**src/design/mpc_pkg.sv**
```systemverilog
// ----------------------------------------------------------------------------
// mpc_pkg
// Shared constants, fixed-point widths and controller/datapath bundles for
// the mandelbrot pixel classifier.
// ----------------------------------------------------------------------------
package mpc_pkg;

  // fixed-point format: sign, three integer bits, FRAC_BITS fraction bits
  localparam int FRAC_BITS = 28;
  localparam int DIM_BITS  = 12;
  localparam int WORD_W    = FRAC_BITS + 4;

  // raster and register widths
  localparam int ROW_W  = DIM_BITS;
  localparam int COL_W  = DIM_BITS + 1;
  localparam int ITER_W = 16;

  // coordinate divider: quotient of 2*num/den with FRAC_BITS fraction bits
  localparam int DIV_STEPS = FRAC_BITS + 2;
  localparam int QUOT_W    = FRAC_BITS + 2;
  localparam int REM_W     = DIM_BITS + 2;
  localparam int STEP_W    = $clog2(DIV_STEPS);

  // truncated square / product magnitude width
  localparam int SQ_W = 2 * WORD_W - FRAC_BITS;

  // fixed-point constants
  localparam logic signed [WORD_W-1:0] FX_ONE        = WORD_W'(1) << FRAC_BITS;
  localparam logic signed [WORD_W-1:0] FX_ONE_HALF3  = FX_ONE + (FX_ONE >>> 1);
  localparam logic signed [WORD_W-1:0] FX_THREE      = WORD_W'(3) << FRAC_BITS;
  localparam logic        [SQ_W:0]     FX_FOUR       = (SQ_W + 1)'(4) << FRAC_BITS;

  // result characters
  localparam logic [7:0] CH_INSIDE  = 8'd35;
  localparam logic [7:0] CH_OUTSIDE = 8'd46;
  localparam logic [7:0] CH_NEWLINE = 8'd10;

  // register map indexes
  localparam logic [1:0] REG_IMAGE_ROWS = 2'd0;
  localparam logic [1:0] REG_IMAGE_COLS = 2'd1;
  localparam logic [1:0] REG_ITER_COUNT = 2'd2;

  // controller to datapath commands
  typedef struct packed {
    logic px_load;      // latch row, start real-part division
    logic div_init_im;  // start imaginary-part division
    logic div_step;     // one divider bit
    logic cr_take;      // quotient into c real
    logic ci_take;      // quotient into c imag
    logic ci_sat;       // c imag saturates at +3
    logic z_clear;      // z to zero
    logic mul;          // register squares and cross product
    logic z_update;     // z = z*z + c
  } mpc_cmd_t;

  // datapath to controller status
  typedef struct packed {
    logic newline;      // incoming column at or past the width
    logic im_sat;       // row at or past twice the height
    logic sum_gt4;      // |z|^2 above four
    logic sum_ge4;      // |z|^2 at or above four
  } mpc_status_t;

endpackage

```
**src/design/mpc_ctrl.sv**
```systemverilog
// ----------------------------------------------------------------------------
// mpc_ctrl
// Sequencer for one pixel: input word, up to two coordinate divisions, the
// iteration loop and the hand-off of the result character.
// ----------------------------------------------------------------------------
module mpc_ctrl (
  input  logic                              clk,
  input  logic                              rst,
  input  logic                              in_valid,
  output logic                              in_ready,
  input  logic [mpc_pkg::ITER_W-1:0]        iteration_count,
  input  mpc_pkg::mpc_status_t              status,
  output mpc_pkg::mpc_cmd_t                 cmd,
  input  logic                              out_free,
  output logic                              out_load,
  output logic [7:0]                        out_char
);

  localparam int SW = mpc_pkg::STEP_W;
  localparam int IW = mpc_pkg::ITER_W;

  typedef enum logic [2:0] {
    ST_IDLE,
    ST_DIV_RE,
    ST_TAKE_RE,
    ST_DIV_IM,
    ST_TAKE_IM,
    ST_MUL,
    ST_CHK,
    ST_OUT
  } state_t;

  state_t        state;
  logic [SW-1:0] step_cnt;
  logic [IW-1:0] iter_cnt;
  logic [7:0]    res_char;

  logic          accept;
  logic          last_step;
  logic          last_iter;

  assign in_ready  = state == ST_IDLE;
  assign accept    = in_valid && in_ready;
  assign last_step = step_cnt == SW'(mpc_pkg::DIV_STEPS - 1);
  assign last_iter = iter_cnt == iteration_count;
  assign out_load  = (state == ST_OUT) && out_free;
  assign out_char  = res_char;

  // command decode
  always_comb begin
    cmd = '0;
    case (state)
      ST_IDLE: begin
        cmd.px_load = accept && !status.newline;
      end
      ST_DIV_RE, ST_DIV_IM: begin
        cmd.div_step = 1'b1;
      end
      ST_TAKE_RE: begin
        cmd.cr_take     = 1'b1;
        cmd.z_clear     = 1'b1;
        cmd.ci_sat      = status.im_sat;
        cmd.div_init_im = !status.im_sat;
      end
      ST_TAKE_IM: begin
        cmd.ci_take = 1'b1;
      end
      ST_MUL: begin
        cmd.mul = 1'b1;
      end
      ST_CHK: begin
        cmd.z_update = !last_iter && !status.sum_gt4;
      end
      default: begin
        cmd = '0;
      end
    endcase
  end

  // state, counters and result character
  always_ff @(posedge clk) begin
    if (rst) begin
      state    <= ST_IDLE;
      step_cnt <= '0;
      iter_cnt <= '0;
      res_char <= mpc_pkg::CH_NEWLINE;
    end else begin
      case (state)
        ST_IDLE: begin
          if (accept) begin
            if (status.newline) begin
              res_char <= mpc_pkg::CH_NEWLINE;
              state    <= ST_OUT;
            end else begin
              step_cnt <= '0;
              state    <= ST_DIV_RE;
            end
          end
        end
        ST_DIV_RE: begin
          step_cnt <= step_cnt + 1'b1;
          if (last_step) begin
            state <= ST_TAKE_RE;
          end
        end
        ST_TAKE_RE: begin
          step_cnt <= '0;
          iter_cnt <= '0;
          state    <= status.im_sat ? ST_MUL : ST_DIV_IM;
        end
        ST_DIV_IM: begin
          step_cnt <= step_cnt + 1'b1;
          if (last_step) begin
            state <= ST_TAKE_IM;
          end
        end
        ST_TAKE_IM: begin
          state <= ST_MUL;
        end
        ST_MUL: begin
          state <= ST_CHK;
        end
        ST_CHK: begin
          // after the last step the bound is inclusive
          if (last_iter) begin
            res_char <= status.sum_ge4 ? mpc_pkg::CH_OUTSIDE : mpc_pkg::CH_INSIDE;
            state    <= ST_OUT;
          end else if (status.sum_gt4) begin
            res_char <= mpc_pkg::CH_OUTSIDE;
            state    <= ST_OUT;
          end else begin
            iter_cnt <= iter_cnt + 1'b1;
            state    <= ST_MUL;
          end
        end
        ST_OUT: begin
          if (out_free) begin
            state <= ST_IDLE;
          end
        end
        default: begin
          state <= ST_IDLE;
        end
      endcase
    end
  end

endmodule

```
**config.mk**
```make
export PLATFORM = sky130hd
export DESIGN_NAME = mpc_ctrl
export DESIGN_NICKNAME = d
export VERILOG_FILES = /design/src/design/mpc_pkg.sv /design/src/design/mpc_ctrl.sv
export SDC_FILE = /design/constraint.sdc
export NUM_CORES = 1
export LEC_CHECK = 0
export ABC_AREA = 1
export BUFFER_PORTS_ARGS = -buffer_cell sky130_fd_sc_hd__clkbuf_2
export CORE_MARGIN = 2
export CORE_UTILIZATION = 50
export CTS_CLUSTER_SIZE = 10
export DETAILED_ROUTE_END_ITERATION = 10
export GPL_ROUTABILITY_DRIVEN = 1
export PLACE_DENSITY = 0.87
export SETUP_SLACK_MARGIN = 0.1
export SLEW_MARGIN = 20
export SYNTH_ARGS = -nofsm -noshare
export SYNTH_HDL_FRONTEND = slang
export SYNTH_SLANG_ARGS = --single-unit
export TNS_END_PERCENT = 100
```
**constraint.sdc**
```tcl
create_clock -name clk -period 1.3 [get_ports clk]
set_input_delay 0 -clock clk [delete_from_list [all_inputs] [get_ports clk]]
set_output_delay 0 -clock clk [all_outputs]
set_load 0.05 [all_outputs]
```
==> results.py, run 1 <==
metrics = {
    "placed_design": {
        "hpwl_um": 4590,
        "numPortBuffers": 38,
        "gp_congestion": 0.967,
        "preCtsSetupSlack_ns": -0.292,
        "place_area_mm2": 0.00287,
    },
    "route": {
        "first_iter_violations": 866,
        "dr.pass1.iters": 11,
        "wl_um": 12400,
        "drc": 2,
        "wire_per_inst_um": 24.4,
        "vias": 3368,
        "viasPerCell": 6.63,
        "ant_nets": 0,
    },
    "yosys": {
        "synthFlopType": "dfxtp_1",
        "syn_avg_cell_area_um2": 5.96,
        "yosysSeqAreaShare": 0.271,
        "yosys-top-cells-count": "91 x nand2_1, 53 x inv_1, 43 x nor2_1, 32 x nand3_1, 28 x dfxtp_1",
        "ys_warn_count": 0,
        "synthCells": 347,
        "synth_cell_type_count": 30,
        "async_reset_ff_frac": 0,
        "synth_edf_count": 0,
        "synth_seq_cells": 28,
        "yosysMostFrequentCell": "nand2_1",
        "synth_top_area_cell": "dfxtp_1",
        "netlist_top_cells_area": "dfxtp_1 27%, nand2_1 17%, inv_1 9.6%, nor2_1 7.8%, nand3_1 7.7%",
        "synth_area_mm2": 0.00207,
        "synth_top_area_frac": 0.271,
    },
    "grt": {
        "grt_first_pass_wirelength_um": 12900,
        "grt-ovfl-total": 0,
        "grt_max_degree": 19,
        "antenna_found_initial": 0,
        "grt_util_all_layers": 0.379,
        "grt_pass1_vias": 2645,
    },
    "setup_path": {
        "path_class": "flop to flop",
        "endpoint_kind": "flop",
        "path_cells": "inv_1, nand2_1, nand2_1, nor2_1, nand2_1, nor2_2, nand2_2, buf_4, nand3_4, buf_12, nand3_2, a21oi_1",
        "worstPathRequired_ns": 1.51,
        "worstPathArrival_ns": 2.10,
        "cp_max_fo": 5,
        "path_buf_inv": 3,
        "cpMostUsedCell": "nand2_1",
        "cp_top_family": "simple AND/OR/NAND/NOR gates",
        "critPathMaxStageDelay_ns": 0.40,
        "crit_slowest_cell": "dfxtp_4",
        "cp-start-kind": "flop",
    },
    "clock_network": {
        "path_clk_slew_ns": 0.14,
        "cts_max_level": 1,
        "numCtsBuffers": 3,
        "clock-sinks": 28,
        "worstSkewPairLatency_ns": 0.31,
        "cts_tree": "yes",
        "cts_hold_buf": 0,
        "cts_root_buf": "clkbuf_8",
        "ctsLongestPathBuffers": 2,
    },
    "floorplanning": {
        "die_y_um": 68.3,
        "row_count": 23,
        "ioPinCount": 43,
        "die-area_mm2": 0.00466,
        "core_area_mm2": 0.00400,
        "start_util": 0.517,
        "die_width_um": 68.3,
    },
    "layout": {
        "antenna_cells": 0,
        "drive_above_1_share": 0.528,
        "final_area_mm2": 0.00372,
        "postLayoutCoreUtil": 0.931,
        "area_growth_pct": 80.2,
        "nets": 486,
    },
    "pwr": {
        "ir_worst_vdd_uv": 2330,
        "pwr-share-clk": 0.102,
        "p_int_uw": 2900,
        "seq_power_share": 0.188,
        "leakage_uw": 0.00164,
        "switching_share": 0.500,
        "p_switching_uw": 2900,
        "p_comb_frac": 0.710,
        "p_per_area_mw_per_mm2": 1560,
    },
    "run_status": {
        "outcome": "complete, but fails checks",
        "violations": "design-rule violations, negative setup slack",
    },
    "job": {
        "cap_viol_max_count": 0,
    },
    "timing": {
        "rsz0062_at_grt": "yes",
        "fmax_mhz": 529,
        "finalHoldViolations": 0,
        "fin_crit_sh": 1.45,
        "period_needed_ns": 1.89,
        "layout_setup_ws_ns": -0.590,
        "maxSlewViolCount": 0,
        "finalSetupViolCount": 39,
        "skew_ns": 0.0174,
    },
    "min_path": {
        "hold_class": "input port to flop",
    },
}
-- layer usage --
layer,routed length [um],up-vias,track usage
met5,0,-,0
met4,1580,0,0.255
met3,1800,197,0.0477
met2,5100,432,0.721
met1,3920,1448,0.378
li1,-,1291,-
-- layout by cell type, fill, tap and decap left out, types with 5 or more instances in the layout --
cell / n
nand2_1: 74
buf_4: 57
inv_1: 40
nor2_1: 29
clkbuf_2: 27
buf_6: 20
nand3_1: 19
dfxtp_2: 13
inv_2: 12
a21oi_1: 12
nor2_4: 11
nand2_2: 11
a21oi_2: 11
xor2_1: 10
nand3_2: 10
dfxtp_1: 9
nand2_4: 8
nor2_2: 7
o21ai_0: 6
dfxtp_4: 6
buf_8: 6
nor3_4: 5
nand3_4: 5
clkbuf_16: 5
buf_12: 5
-- cell families (layout without fill, tap and decap cells) --
logic type	after synthesis	in the layout	share of synthesized area
other	2	4	0.00363
adders and majority gates	3	3	0.0182
AOI/OAI and AO/OA	37	37	0.0950
buffers and inverters	73	182	0.154
xor gates and xnor gates	10	10	0.0424
and+or+nand+nor	194	194	0.415
DFF	28	28	0.271
-- power by group through the flow --
| stage | Clock (uW) | Sequential (uW) | Combinational [uW] |
|---|---|---|---|
| 3_5_place_dp | 0 | 1060 | 2200 |
| 2_1_floorplan | 0 | 1130 | 1420 |
| 3_3_place_gp | 0 | 1060 | 2140 |
| 6_report | 595 | 1090 | 4120 |
| 5_1_grt | 602 | 1090 | 4160 |
| 4_1_cts | 518 | 1060 | 3020 |
-- metrics by stage --
step / total power (uW) / std cells / setup TNS [ns] / hold WS [ns]
floorplan: 2560 / 349 / -3.09 / 0.0996
finish: 5800 / 508 / -16.11 / 0.162
CTS: 4590 / 498 / -6.59 / 0.0908
global placement: 3200 / 480 / -3.26 / 0.349
detailed placement: 3260 / 480 / -5.35 / 0.355
global route: 5850 / 508 / -20.29 / 0.152
-- area by class of cell --
cell class                 instances  area, um^2
clock buffer                       4        45.0
sequential                        28         599
timing repair buffer             120        1100
inverter                          58         243
fill                             134         275
multi-input combinational        248        1670
tap                               50        62.6
-- worst min-delay path, stage by stage --
cell	delay [ns]
clkbuf_2	0.11
inv_1	0.18
nand3_2	0.14
-- timing repair --
item / in CTS / in global routing
pin swaps: 33 / 32
setup endpoints to repair: 39 / 39
buffers inserted: 14 / 12
resized for setup: 85 / 67
-- path summary, 6_finish.rpt --
| check | depth (start not counted) | startpoint | endpoint | slack, ns |
|---|---|---|---|---|
| max reg2reg | 12 | iter_cnt[4] | iter_cnt[14] | -0.59 |
| min reg2reg | 2 | out_char[0] | out_char[0] | 0.53 |
| max | 12 | iter_cnt[4] | iter_cnt[14] | -0.59 |
| min | 3 | rst | out_char[3] | 0.16 |
-- registers in the layout (all words and copies together) (netlist names) --
signal,cells
iter_cnt,16
step_cnt,5
out_char,4
state,3
Note: power is estimated with default switching activity, not from simulation.
==> run 2: changes to the inputs <==
--- a/config.mk
+++ b/config.mk
@@ -7,13 +7,16 @@
 export LEC_CHECK = 0
 export ABC_AREA = 1
 export BUFFER_PORTS_ARGS = -buffer_cell sky130_fd_sc_hd__clkbuf_2
+export CELL_PAD_IN_SITES_DETAIL_PLACEMENT = 1
+export CELL_PAD_IN_SITES_GLOBAL_PLACEMENT = 1
 export CORE_MARGIN = 2
-export CORE_UTILIZATION = 50
+export CORE_UTILIZATION = 34
 export CTS_CLUSTER_SIZE = 10
 export DETAILED_ROUTE_END_ITERATION = 10
 export GPL_ROUTABILITY_DRIVEN = 1
 export PLACE_DENSITY = 0.87
 export SETUP_SLACK_MARGIN = 0.1
+export SKIP_CTS_REPAIR_TIMING = 1
 export SLEW_MARGIN = 20
 export SYNTH_ARGS = -nofsm -noshare
 export SYNTH_HDL_FRONTEND = slang
==> results.py, run 2 (same netlist as run 1, synthesis figures left out) <==
metrics = {
    "run_status": {
        "outcome": "complete, but fails checks",
        "violations": "negative setup slack",
    },
    "layout": {
        "nets": 477,
        "top_register": "iter_cnt",
        "final_common_cell": "nand2_1",
        "layout_common_cells": "83 x nand2_1, 53 x buf_4, 44 x inv_1, 33 x nor2_1, 27 x clkbuf_2",
        "nFillCells": 739,
        "drive_above_1_share": 0.481,
        "antenna_cells": 0,
        "postLayoutCoreUtil": 0.601,
        "area_growth_pct": 71.2,
        "final_area_mm2": 0.00354,
        "largest_register_ffs": 16,
    },
    "grt": {
        "gr-max-usage-layer": "met2",
        "grt_pass1_vias": 2677,
        "met3_usage": 0.0264,
        "grt_max_degree": 19,
        "grt_util_all_layers": 0.226,
        "grt.met1_usage": 0.228,
        "grt-ovfl-total": 0,
        "use_met2": 0.459,
        "antenna_found_initial": 0,
        "grt_first_pass_wirelength_um": 11700,
    },
    "pwr": {
        "p_comb_frac": 0.700,
        "p_switching_uw": 2540,
        "p_int_uw": 2700,
        "seq_power_share": 0.201,
        "switching_share": 0.484,
        "ir_worst_vdd_uv": 1330,
        "pwr-share-clk": 0.099,
        "p_per_area_mw_per_mm2": 1480,
        "leakage_uw": 0.00155,
    },
    "clock_network": {
        "path_clk_slew_ns": 0.10,
        "ctsLongestPathBuffers": 2,
        "cts_root_buf": "clkbuf_8",
        "cts_max_level": 1,
        "cts_tree": "yes",
        "worstSkewPairLatency_ns": 0.28,
        "numCtsBuffers": 3,
        "clock-sinks": 28,
    },
    "min_path": {
        "hold_class": "input port to flop",
    },
    "floorplanning": {
        "die_width_um": 82.0,
        "core_area_mm2": 0.00589,
        "die_y_um": 82.0,
        "die-area_mm2": 0.00672,
        "ioPinCount": 43,
        "row_count": 28,
        "start_util": 0.351,
    },
    "setup_path": {
        "endpoint_kind": "flop",
        "worstPathArrival_ns": 2.10,
        "path_cells": "inv_2, nand2_1, nand2_1, nor2_1, nand2_1, nor2_4, nand2_2, buf_4, nand3_4, buf_12, nand3_2, a21oi_2",
        "cp-start-kind": "flop",
        "critPathMaxStageDelay_ns": 0.40,
        "cp_max_fo": 8,
        "path_buf_inv": 3,
        "cpMostUsedCell": "nand2_1",
        "crit_slowest_cell": "dfxtp_4",
        "path_class": "flop to flop",
        "cp_top_family": "simple AND/OR/NAND/NOR gates",
        "worstPathRequired_ns": 1.50,
    },
    "route": {
        "drc": 0,
        "wire_per_inst_um": 20.2,
        "vias": 2758,
        "dr.pass1.iters": 4,
        "viasPerCell": 5.26,
        "wl_um": 10600,
        "first_iter_violations": 126,
        "ant_nets": 0,
    },
    "timing": {
        "rsz0062_at_grt": "yes",
        "skew_ns": 0.00558,
        "fin_crit_sh": 1.46,
        "layout_setup_ws_ns": -0.603,
        "maxSlewViolCount": 0,
        "period_needed_ns": 1.90,
        "finalHoldViolations": 0,
        "finalSetupViolCount": 38,
        "whs_ns": 0.149,
        "fmax_mhz": 525,
        "final.setup.tns_ns": -14.12,
    },
    "placed_design": {
        "gp_congestion": 0.861,
        "place_area_mm2": 0.00293,
        "hpwl_um": 5570,
        "numPortBuffers": 38,
        "preCtsSetupSlack_ns": -0.310,
    },
    "job": {
        "cap_viol_max_count": 0,
    },
}
run 2: cell count changes in the layout (fill, tap and decap cells not counted), moves of 5 or more:
cell       change
clkbuf_16      -5
nand2_1        +9
nand2_2        -6
nand3_1        -5
nor2_2         -5
run 2: area by class of cell:
| type | count | area, um^2 | area share |
|---|---|---|---|
| Inverter | 58 | 240 | 0.0679 |
| Timing Repair Buffer | 111 | 957 | 0.270 |
| Tap cell | 75 | 93.8 | 0.0265 |
| Multi-Input combinational cell | 248 | 1610 | 0.455 |
| Sequential cell | 28 | 593 | 0.168 |
| Clock buffer | 4 | 45.0 | 0.0127 |
run 2: routing by layer:
metal	share of wire	vias up
li1	-	1274
met1	0.35	1327
met2	0.56	117
met3	0.044	40
met4	0.051	0
met5	0	-
run 2: metrics by stage:
step                std cells  total power (uW)
global route              524              5440
global placement          505              3290
finish                    524              5240
floorplan                 349              2560
CTS                       509              3910
detailed placement        505              3390
run 2: final timing paths:
check | from | to | cells after the start | slack, ns
max | iter_cnt[1] | iter_cnt[14] | 12 | -0.60
min | rst | out_char[3] | 3 | 0.15
max reg2reg | iter_cnt[1] | iter_cnt[14] | 12 | -0.60
min reg2reg | out_char[5] | out_char[5] | 2 | 0.51
run 2: tightest hold or removal path, cell delays in order:
cell	delay, ns
clkbuf_2	0.10
inv_1	0.16
nand3_1	0.14
run 2: power by group through the flow:
stage | combinational (uW) | clock [uW] | sequential, uW
2_1_floorplan | 1420 | 0 | 1130
3_3_place_gp | 2240 | 0 | 1050
3_5_place_dp | 2330 | 0 | 1060
4_1_cts | 2340 | 522 | 1050
5_1_grt | 3830 | 549 | 1060
6_report | 3670 | 516 | 1050
==> run 3: changes to the inputs <==
--- a/config.mk
+++ b/config.mk
@@ -14,6 +14,7 @@
 export CTS_CLUSTER_SIZE = 10
 export DETAILED_ROUTE_END_ITERATION = 10
 export GPL_ROUTABILITY_DRIVEN = 1
+export GPL_TIMING_DRIVEN = 0
 export PLACE_DENSITY = 0.87
 export SETUP_SLACK_MARGIN = 0.1
 export SKIP_CTS_REPAIR_TIMING = 1
==> results.py, run 3 (same netlist as run 1, synthesis figures left out) <==
metrics = {
    "run_status": {
        "outcome": "complete, but fails checks",
        "violations": "negative setup slack",
    },
    "layout": {
        "drive_above_1_share": 0.435,
        "top_register": "iter_cnt",
        "nets": 451,
        "final_cells": 498,
        "area_growth_pct": 56.1,
        "largest_register_ffs": 16,
        "layout_common_cells": "77 x nand2_1, 42 x inv_1, 31 x buf_4, 30 x nor2_1, 26 x clkbuf_2",
        "antenna_cells": 0,
        "final_common_cell": "nand2_1",
    },
    "pwr": {
        "p_int_uw": 2330,
        "p_switching_uw": 2210,
        "switching_share": 0.487,
        "ir_worst_vdd_uv": 1580,
        "pwr-share-clk": 0.115,
        "p_per_area_mw_per_mm2": 1410,
        "seq_power_share": 0.238,
        "power.total_uw": 4550,
        "leakage_uw": 0.00139,
        "p_comb_frac": 0.647,
    },
    "grt": {
        "grt_first_pass_wirelength_um": 10100,
        "grt_max_degree": 16,
        "antenna_found_initial": 0,
        "grt_util_all_layers": 0.192,
        "grt-ovfl-total": 0,
        "grt_pass1_vias": 2315,
    },
    "timing": {
        "slew_headroom": 0.606,
        "skew_ns": 0.00615,
        "fmax_mhz": 564,
        "period_needed_ns": 1.77,
        "maxSlewViolCount": 0,
        "whs_ns": 0.178,
        "fin_crit_sh": 1.36,
        "finalSetupViolCount": 35,
        "layout_setup_ws_ns": -0.474,
        "rsz0062_at_grt": "yes",
        "finalHoldViolations": 0,
        "worstMarginPinSlew_ns": 0.591,
    },
    "min_path": {
        "worstHoldPathCells": 4,
        "worstHoldStart": "status[0]",
        "hold_class": "input port to flop",
        "hold_path_end": "out_char[2]",
    },
    "floorplanning": {
        "ioPinCount": 43,
        "die_width_um": 82.0,
        "die_y_um": 82.0,
        "row_count": 28,
        "die-area_mm2": 0.00672,
        "core_area_mm2": 0.00589,
        "start_util": 0.351,
    },
    "clock_network": {
        "path_clk_slew_ns": 0.11,
        "numCtsBuffers": 3,
        "cts_tree": "yes",
        "cts_max_level": 1,
        "worstSkewPairLatency_ns": 0.29,
        "ctsLongestPathBuffers": 2,
        "clock-sinks": 28,
        "cts_root_buf": "clkbuf_8",
    },
    "job": {
        "cap_viol_max_count": 0,
    },
    "setup_path": {
        "worstPathArrival_ns": 1.93,
        "path_class": "flop to flop",
        "r2r-start": "iter_cnt[4]",
        "regToRegSetupSlack_ns": -0.47,
        "worstPathRequired_ns": 1.46,
        "r2r-end": "out_char[3]",
        "cp_max_fo": 6,
        "reg2regPathDepth": 12,
        "cp-start-kind": "flop",
        "endpoint_kind": "flop",
    },
    "placed_design": {
        "hpwl_um": 4790,
        "numPortBuffers": 37,
        "gp_congestion": 0.808,
        "dp.cells": 461,
    },
    "route": {
        "vias": 2567,
        "wire_per_inst_um": 17.4,
        "ant_nets": 0,
        "first_iter_violations": 158,
        "dr.pass1.iters": 4,
        "viasPerCell": 5.15,
        "wl_um": 8650,
        "drc": 0,
    },
}
## run 3: cell types whose count changed in the layout (fill, tap and decap cells not counted), sizes merged
cell,delta
buf,-30
clkbuf,+3
nand3,+1
## run 3: power by group through the flow
stage | clock (uW) | combinational (uW) | sequential, uW
6_report | 525 | 2940 | 1080
3_5_place_dp | 0 | 1860 | 1110
2_1_floorplan | 0 | 1420 | 1130
4_1_cts | 522 | 1870 | 1090
3_3_place_gp | 0 | 1810 | 1100
5_1_grt | 572 | 3090 | 1090
## run 3: how the worst max path moves through the flow
| stage | startpoint | end | slack [ns] |
|---|---|---|---|
| global route | iter_cnt[14] | out_char[3] | -0.59 |
| global placement | iter_cnt[2] | iter_cnt[3] | -0.30 |
| CTS | iter_cnt[13] | cmd[0] | -0.52 |
| detailed placement | iter_cnt[13] | iter_cnt[3] | -0.41 |
| floorplan | state[2] | step_cnt[4] | -0.27 |
| finish | iter_cnt[4] | out_char[3] | -0.47 |
## run 3: layout make-up
type                       count  area, um^2
fill                         768        2660
multi-input combinational    249        1520
timing repair buffer          69         558
buffer                        15         153
clock buffer                   4        45.0
sequential                    28         612
tap                           75        93.8
inverter                      58         245
## run 3: layer usage
layer | GRT usage | share of wire | up-vias
met1 | 0.227 | 0.38 | 1227
met5 | 0 | 0 | -
met2 | 0.347 | 0.55 | 85
met3 | 0.0374 | 0.045 | 27
li1 | - | - | 1228
met4 | 0.0567 | 0.028 | 0
## run 3: worst max-delay path, cell delays in order, from the launching register on
cell      delay, ns
dfxtp_2        0.34
buf_6          0.12
inv_4          0.04
nand2_2        0.05
nand2_2        0.05
nor2_4         0.11
nand2_2        0.09
nor2_4         0.16
buf_6          0.11
nand3b_1       0.10
or2_1          0.29
nand3_1        0.10
nand3_1        0.09
## run 3: per-stage QoR
step                      TNS, ns  cell area (um^2)  setup slack, ns  utilization
after floorplan             -3.09              2290           -0.272            -
after global placement      -6.00              2570           -0.295        0.437
after detailed placement    -8.22              2570           -0.410        0.437
after CTS                  -10.25              2620           -0.523        0.444
after global routing       -13.20              3230           -0.586        0.548
final                       -9.65              3230           -0.474        0.548
